`src/rtl/core/bged_pkg.sv`:
```
// Shared constants, level codes and helper functions for the edge detector.
`timescale 1ns / 1ps

package bged_pkg;

  // Line store geometry
  localparam int MAX_WIDTH = 4096;
  localparam int COL_W     = $clog2(MAX_WIDTH);
  localparam int WIDTH_W   = COL_W + 1;
  localparam int ROW_W     = 16;
  localparam int CH_W      = 8;
  localparam int SUM_W     = CH_W + 2;
  localparam int LEVEL_W   = 8;

  // Quantized level codes
  localparam int CODE_W = 2;
  localparam logic [CODE_W-1:0] LVL_LOW  = 2'd0;
  localparam logic [CODE_W-1:0] LVL_MID  = 2'd1;
  localparam logic [CODE_W-1:0] LVL_HIGH = 2'd2;

  // Line store word: level of the row above, then the row above that
  localparam int LINE_W = 2 * CODE_W;

  // Gray level thresholds, applied to the channel sum instead of sum / 3
  localparam int MID_LEVEL = 128;
  localparam logic [SUM_W-1:0] SUM_HIGH_MIN  = SUM_W'(3 * (MID_LEVEL + 1));
  localparam logic [SUM_W-1:0] SUM_LOW_LIMIT = SUM_W'(3 * MID_LEVEL);

  localparam logic [LEVEL_W-1:0] LEVEL_MID_VAL  = LEVEL_W'(MID_LEVEL);
  localparam logic [LEVEL_W-1:0] LEVEL_FULL     = 8'd255;
  localparam logic [LEVEL_W:0]   GRAD_THRESHOLD = (LEVEL_W + 1)'(MID_LEVEL);
  localparam logic [LEVEL_W-1:0] EDGE_MARK      = 8'd0;
  localparam logic [LEVEL_W-1:0] NO_EDGE_MARK   = 8'd255;

  // Register map
  localparam int PADDR_W = 3;
  localparam int PDATA_W = 32;
  localparam logic REG_FRAME_WIDTH  = 1'b0;
  localparam logic REG_FRAME_HEIGHT = 1'b1;

  localparam logic [WIDTH_W-1:0] WIDTH_RESET  = 13'd640;
  localparam logic [ROW_W-1:0]   HEIGHT_RESET = 16'd480;

  // Map a level code to its gray value
  function automatic logic [LEVEL_W-1:0] level_value(input logic [CODE_W-1:0] code);
    logic [LEVEL_W-1:0] val;
    case (code)
      LVL_LOW: val = '0;
      LVL_MID: val = LEVEL_MID_VAL;
      default: val = LEVEL_FULL;
    endcase
    return val;
  endfunction

  // Quantize the sum of the three channels to a level code
  function automatic logic [CODE_W-1:0] quantize(input logic [SUM_W-1:0] sum);
    logic [CODE_W-1:0] code;
    if (sum >= SUM_HIGH_MIN) begin
      code = LVL_HIGH;
    end else if (sum < SUM_LOW_LIMIT) begin
      code = LVL_LOW;
    end else begin
      code = LVL_MID;
    end
    return code;
  endfunction

endpackage

```
`src/rtl/core/bged_grad.sv`:
```
// Central-difference gradient magnitude and edge decision on level codes.
`timescale 1ns / 1ps

module bged_grad
  import bged_pkg::*;
(
  input  logic [CODE_W-1:0]  left_code,
  input  logic [CODE_W-1:0]  right_code,
  input  logic [CODE_W-1:0]  top_code,
  input  logic [CODE_W-1:0]  bottom_code,
  output logic [LEVEL_W-1:0] edge_level
);

  logic [LEVEL_W-1:0] left_val;
  logic [LEVEL_W-1:0] right_val;
  logic [LEVEL_W-1:0] top_val;
  logic [LEVEL_W-1:0] bottom_val;
  logic [LEVEL_W-1:0] gx;
  logic [LEVEL_W-1:0] gy;
  logic [LEVEL_W:0]   mag;

  // Convert codes to gray levels
  assign left_val   = level_value(left_code);
  assign right_val  = level_value(right_code);
  assign top_val    = level_value(top_code);
  assign bottom_val = level_value(bottom_code);

  // Absolute differences, then the L1 magnitude
  assign gx  = (right_val > left_val) ? (right_val - left_val) : (left_val - right_val);
  assign gy  = (bottom_val > top_val) ? (bottom_val - top_val) : (top_val - bottom_val);
  assign mag = {1'b0, gx} + {1'b0, gy};

  assign edge_level = (mag > GRAD_THRESHOLD) ? EDGE_MARK : NO_EDGE_MARK;

endmodule

```
`config.mk`:
```
export PLATFORM = sky130hd
export DESIGN_NAME = bged_grad
export DESIGN_NICKNAME = d
export VERILOG_FILES = /design/src/rtl/core/bged_pkg.sv /design/src/rtl/core/bged_grad.sv
export SDC_FILE = /design/constraint.sdc
export NUM_CORES = 1
export LEC_CHECK = 0
export BUFFER_PORTS_ARGS = -buffer_cell sky130_fd_sc_hd__buf_2
export CELL_PAD_IN_SITES_DETAIL_PLACEMENT = 1
export CELL_PAD_IN_SITES_GLOBAL_PLACEMENT = 1
export CORE_MARGIN = 1.5
export CORE_UTILIZATION = 39
export DETAILED_ROUTE_END_ITERATION = 8
export GPL_ROUTABILITY_DRIVEN = 0
export GPL_TIMING_DRIVEN = 1
export PLACE_DENSITY = 0.95
export SYNTH_ARGS = -nofsm -noshare
export SYNTH_HDL_FRONTEND = slang
export SYNTH_SLANG_ARGS = --single-unit
```
`constraint.sdc`:
```
create_clock -name vclk -period 3.24
set_input_delay 0.324 -clock vclk [all_inputs]
set_output_delay 0.324 -clock vclk [all_outputs]
set_load 0.05 [all_outputs]
```
# [Word level (Yosys, flattened, before mapping)]
# Cells that the tools add are included.
[totals] reg_bits=0 output_inout_bits=8 word_cells=23
[op_classes] add_sub_neg=5 magnitude_cmp=3 n_eq_ne=4 n_mux=7 n_reduce_logical=4
[op_table] op="$pmux W8 S2" count=4
[op_table] op="$sub A8 B8 Y8" count=4
[op_table] op="$mux W8" count=3
[op_table] op="$gt A8 B8 Y1" count=2
[op_table] op="$add A8 B8 Y9" count=1
[op_table] op="$gt A9 B8 Y1 const B" count=1
[op_table] op="$eq A2 B1 Y1 const B" count=4
[op_table] op="$logic_not A2 Y1" count=4

# [Longest topological paths before layout]
# Gate-level depths: netlist (run 1).
[depth] ltp_word=7 depth_mapped=10 ltp_nobuf=9

# [Least setup slack after synthesis (run 1)]
# Ideal clock, no wire load.
[synth_path] kind="input -> output" from="in left_code[1]" to="out edge_level[1]" arrival_ns=3.620 required_ns=2.916 path_slack_ns=-0.704 cell_stages=9 cell_sequence="clkbuf_1 ha_1 mux2_2 nand2_1 o221ai_1 fa_1 or2_2 a31oi_1 buf_4"
[synth_between] elab_chain_len=7 word_cells_on_any_way=10
[synth_rtl] item="from (decl)" line="bged_grad.sv:7" source="input logic [CODE_W-1:0] left_code,"
[synth_rtl] item="$eq A2 B1 Y1 or $logic_not A2 Y1 (tied branches)" line="bged_pkg.sv:47" source="case (code)"
[synth_rtl] item="$pmux W8 S2 (*)" line="bged_pkg.sv:47"
[synth_rtl] item="$sub A8 B8 Y8 or $gt A8 B8 Y1 (tied branches)" line="bged_grad.sv:29" source="assign gx = (right_val > left_val) ? (right_val - left_val) : (left_val - right_val);"
[synth_rtl] item="$mux W8 (*)" line="bged_grad.sv:29"
[synth_rtl] item="$add A8 B8 Y9 (*)" line="bged_grad.sv:31" source="assign mag = {1'b0, gx} + {1'b0, gy};"
[synth_rtl] item="$gt A9 B8 Y1 (*)" line="bged_grad.sv:33" source="assign edge_level = (mag > GRAD_THRESHOLD) ? EDGE_MARK : NO_EDGE_MARK;"
[synth_rtl] item="$mux W8 (*)" line="bged_grad.sv:33"
[synth_rtl] item="to (decl)" line="bged_grad.sv:11" source="output logic [LEVEL_W-1:0] edge_level"
# Every way passes the cells marked *; elsewhere a longest branch is shown, timed or not.

# [Final worst setup path (run 1)]
[layout_path] from="in right_code[1]" to="out edge_level[2]"
[layout_between] elab_chain_len=7 word_cells_on_any_way=10
[layout_rtl] item="from (decl)" line="bged_grad.sv:8" source="input logic [CODE_W-1:0] right_code,"
[layout_rtl] item="$eq A2 B1 Y1 or $logic_not A2 Y1 (tied branches)" line="bged_pkg.sv:47"
[layout_rtl] item="$pmux W8 S2 (*)" line="bged_pkg.sv:47"
[layout_rtl] item="$sub A8 B8 Y8 or $gt A8 B8 Y1 (tied branches)" line="bged_grad.sv:29"
[layout_rtl] item="$mux W8 (*)" line="bged_grad.sv:29"
[layout_rtl] item="$add A8 B8 Y9 (*)" line="bged_grad.sv:31"
[layout_rtl] item="$gt A9 B8 Y1 (*)" line="bged_grad.sv:33"
[layout_rtl] item="$mux W8 (*)" line="bged_grad.sv:33"
# Marked as above.

==> results of run 1 <==
-- tightest hold or removal path, stage by stage --
cell	delay [ns]
buf_2	0.12
ha_1	0.16
mux2i_1	0.08
a21oi_1	0.15
ha_1	0.20
a31oi_4	0.06
buf_4	0.19
-- cell families after synthesis --
kind of cell,after synthesis
AO/OA/AOI/OAI,8
multiplexers,6
buffers and inverters,23
adder cells (fa/ha/maj),15
AND/OR/NAND/NOR,15
-- power groups by stage --
stage	registers (uW)	logic, uW	clock network, uW
floorplan	0	269	0
global placement	0	267	0
detailed placement	0	275	0
CTS	0	275	0
global route	0	321	0
finish	0	299	0
-- through the flow --
| step | cell area [um2] | hold WS (ns) | std cells |
|---|---|---|---|
| floorplan | 522 | 1.33 | 67 |
| global placement | 548 | 1.62 | 85 |
| detailed placement | 548 | 1.64 | 85 |
| CTS | 548 | 1.64 | 85 |
| global route | 581 | 1.69 | 85 |
| finish | 581 | 1.61 | 85 |
-- worst max path at each step --
stage                     to          start  slack (ns)  cells past startpoint
3_3_place_gp   edge_level[4]  right_code[1]        0.17                     10
3_5_place_dp   edge_level[2]  right_code[1]        0.04                     10
5_1_grt        edge_level[4]  right_code[1]        0.08                     10
2_1_floorplan  edge_level[1]   left_code[1]        0.06                      9
6_report       edge_level[2]  right_code[1]        0.21                     10
4_1_cts        edge_level[2]  right_code[1]        0.05                     10
-- layer usage --
| layer | vias up | wire length, um | global-route usage (%) |
|---|---|---|---|
| met4 | 0 | 0 | 0 |
| li1 | 217 | - | - |
| met3 | 0 | 25 | 0 |
| met2 | 8 | 576 | 33.3 |
| met5 | - | 0 | 0 |
| met1 | 202 | 424 | 16.7 |
-- layout make-up --
type	instances	area (um2)
fill	145	576
timing repair buffer	16	100
inverter	11	41.3
multi-input combinational	44	422
tap	14	17.5
-- placed cells by master, fill, tap and decap left out, drive strengths merged --
cell and instances:
a21oi 2, a31oi 1, buf 16, fa 2
ha 13, inv 11, mux2 2, mux2i 4
nand2 4, nand3 1, nor2 7, o211ai 1
o21bai 2, o221ai 2, or2 3
-- timing repair --
action | 4_1_cts | 5_1_grt
setup endpoints to repair | 0 | 8
setup buffers | 0 | 0
resized for setup | 0 | 18
==> results.ini, run 1 <==
[status]
outcome = finished, final reports clean

[setup_path]
worstPathRequired_ns = 2.92
cp_num_buf_inv = 3
cp-end-kind = primary output
path_delay_family = adder cells
slowest_delay_ns = 0.49
criticalPathCategory = in -> out
crit_chain = buf_2, inv_1, ha_1, mux2_2, nand2_1, o221ai_2, fa_1, or2_2, a31oi_4, buf_4
crit_slowest_cell = fa_1
start_kind = input pin
path_max_fanout = 8
cp_data_arrival_time_ns = 2.70

[pwr]
power.internal_uw = 91.7
power_density_nw_per_um2 = 515
combPwrFrac_pct = 100.0
power_frac_seq_pct = 0
switchingPower_uw = 207
power.leakage_uw = 0.000316
p_clk_share_pct = 0
max-vdd-ir-drop_v = 0.000126
power_switching_share_pct = 69.3
p_total_uw = 299

[logic_synthesis]
netlist_area_um2 = 507
yosys_warnings = 0
yosysSeqAreaShare_pct = 0
synthSimpleGateAreaFrac_pct = 12.8
yosysMostFrequentCell = ha_1
synth_top_family_by_area = adder cells
avgSynthCellArea_um2 = 7.56
synthAdderAreaFrac_pct = 40.0
synth-xor-area-share_pct = 0
yosysUniqueCellTypes = 17
synthTopCellsByArea = ha_1 32%, buf_4 10%, inv_1 8.1%
synth_compound_gate_area_share_pct = 12.6
netlist_instances = 67
yosysTopAreaCell = ha_1
synth_top_cell_area_share_pct = 32.1
synth_mux_area_share_pct = 12.3
yosys-top-cells-count = 13 x ha_1, 11 x inv_1, 7 x buf_4, 7 x nor2_1, 5 x clkbuf_1
synth_nets = 90

[timing]
timing.fmax_mhz = 331
slew_headroom_pct = 79.2
setup_tns_ns = 0
rsz0062_at_grt = false
finalCritPeriodShare_pct = 93.4
final-hold-violation-count = 0
worst-slew-pin-transition_ns = 0.312
drv_slew = 0
setup_viol = 0
fin_crit_ns = 3.03
worst_slack_ns = 0.215

[floorplan]
die_h_um = 39.0
die-area_um2 = 1520
rows = 12
io_pins = 16
coreArea_um2 = 1160
start_util_pct = 43.8
die_w_um = 39.0

[global_routing]
grt_pass1_vias = 416
antenna_found_initial = 0
grt_first_pass_wirelength_mm = 1.68
grt_util_all_layers_pct = 15.3
grt_overflow = 0
grt_max_degree = 9

[layout]
final_net_count = 96
area_delta_synth_final_pct = 14.6
diodes = 0
seq_cell_count = 0
register_area_um2 = 0
drive_gt1_share_pct = 35.2
clkbuf_count = 0
utilization_pct = 50.2

[detailed_routing]
antenna_left = 0
wirelength_mm = 1.03
num_vias = 427
via_per_inst = 5.02
wl_per_cell_um = 12.1
dr.pass1.iters = 1
drc_errors = 0
drt_iter0_drc = 0

[worst_hold_path]
hold_class = in -> out
min_from = left_code[1]
min_delay_path_depth = 7
worst_hold_path.endpoint = edge_level[4]

[clock_tree]
cts_hold_buf = 0

[placement]
dp_hpwl_um = 942
io_buffer_count = 16
pre_cts_ws_ns = 0.0431

[job]
cap_violations = 0

(Power assumes the default switching activity.)
==> inputs of run 2 (changes only) <==
Settings changed: BUFFER_PORTS_ARGS -buffer_cell sky130_fd_sc_hd__buf_2 to -buffer_cell sky130_fd_sc_hd__buf_4.
==> run 2 against run 1 <==
  * Routed wire length grew 1.1%
  * Non-clock buffer count is the same
  * Worst setup slack lost 0.061 ns
  * Cell count is the same
  * Clock-buffer cell count is the same
  * First-iteration DRC count is the same
  * Critical path type unchanged
  * Largest cell class unchanged
  * Largest power group unchanged
==> results.ini, run 2 (synthesis gave the netlist of run 1 again) <==
[status]
outcome = finished, final reports clean

[floorplan]
start_util_pct = 43.8  ; unchanged
io_pins = 16  ; unchanged
die_h_um = 39.0  ; unchanged
die-area_um2 = 1520  ; unchanged
rows = 12  ; unchanged
die_w_um = 39.0  ; unchanged
coreArea_um2 = 1160  ; unchanged

[global_routing]
grt_first_pass_wirelength_mm = 1.77  ; +5.3%
antenna_found_initial = 0  ; unchanged
grt_max_degree = 9  ; unchanged
grt_overflow = 0  ; unchanged
grt_util_all_layers_pct = 16.7  ; +1.4 points
grt_pass1_vias = 426  ; +2.4%

[layout]
register_area_um2 = 0  ; unchanged
clkbuf_count = 0  ; unchanged
final_net_count = 96  ; unchanged
area_delta_synth_final_pct = 16.0
layout.cells.most_common_list = 16 x buf_4, 13 x ha_1, 11 x inv_1, 7 x nor2_1
final_cell_area_um2 = 588  ; +1.3%
layout_commonest_cell = buf_4
diodes = 0  ; unchanged
seq_cell_count = 0  ; unchanged
drive_gt1_share_pct = 32.4  ; -2.8 points
final_cell_count_no_fill = 85  ; unchanged

[placement]
dp_hpwl_um = 998  ; +6.0%
dp_cells = 85  ; unchanged
dpl_cell_area_um2 = 588  ; +7.3%
io_buffer_count = 16  ; unchanged

[pwr]
p_total_uw = 301  ; +0.54%
power_density_nw_per_um2 = 511  ; -0.74%
max-vdd-ir-drop_v = 0.000125  ; -0.56%
power.leakage_uw = 0.000321  ; +1.6%

[timing]
final-hold-violation-count = 0  ; unchanged
timing.fmax_mhz = 324  ; -2.0%
rsz0062_at_grt = false
setup_tns_ns = 0  ; unchanged
drv_slew = 0  ; unchanged
worst-slew-pin-transition_ns = 0.476  ; +0.165 ns
slew_headroom_pct = 68.2  ; -11 points
finalCritPeriodShare_pct = 95.3  ; +1.9 points
setup_viol = 0  ; unchanged
fin_crit_ns = 3.09  ; +0.0612 ns

[detailed_routing]
num_vias = 426  ; -0.23%
via_per_inst = 5.01  ; -0.23%
dr.pass1.iters = 1  ; unchanged
wl_per_cell_um = 12.2  ; +1.1%
drt_iter0_drc = 0  ; unchanged
drc_errors = 0  ; unchanged
antenna_left = 0  ; unchanged
wirelength_mm = 1.04  ; +1.1%

[setup_path]
cp-end-kind = primary output
worstPathRequired_ns = 2.92  ; about the same
crit_start = right_code[1]
criticalPathCategory = in -> out
start_kind = input pin
path_max_fanout = 8  ; unchanged
cp_data_arrival_time_ns = 2.76  ; +0.06 ns

[clock_tree]
post_cts_buffers = 0  ; unchanged
post_cts_resized = 0  ; unchanged
cts_hold_buf = 0  ; unchanged

[worst_hold_path]
hold_class = in -> out
min_from = left_code[1]

[job]
cap_violations = 0  ; unchanged

run 2: cell count changes in the layout (fill, tap and decap cells not counted):
cell,before,now
buf_2,8,0
o221ai_1,0,2
o221ai_2,2,0
buf_4,8,16
run 2: worst paths after layout:
kind	to	slack, ns	cells past startpoint
hold / removal	edge_level[6]	1.60	7
setup / recovery	edge_level[2]	0.15	9
run 2: report_power, final:
part           leakage [uW]  switching (uW)  internal [uW]
clock                     0               0              0
combinational      0.000321             207           93.9
sequential                0               0              0
run 2: routing by layer:
metal	GRT usage [%]	part of all wire, %	up-vias
met3	0	2.8	0
met1	15.4	36	202
met4	0	0	0
li1	-	-	216
met5	0	0	-
met2	40.0	62	8
run 2: final cells by class:
cell class	instances	area, um2
inverter	11	41.3
fill	150	568
tap	14	17.5
timing repair buffer	16	120
multi-input combinational	44	409
run 2: metrics by stage:
stage	hold WS, ns	utilization (%)	setup WS, ns
floorplan	1.33	-	0.0594
global route	1.73	50.9	0.0169
global placement	1.59	50.9	0.200
finish	1.60	50.9	0.153
detailed placement	1.61	50.9	0.130
CTS	1.60	50.9	0.119
run 2: critical path: stages:
cell	delay (ns)
buf_4	0.13
or2_2	0.29
ha_1	0.34
nand2_1	0.07
o221ai_1	0.23
fa_1	0.53
or2_2	0.34
a31oi_4	0.25
buf_4	0.25
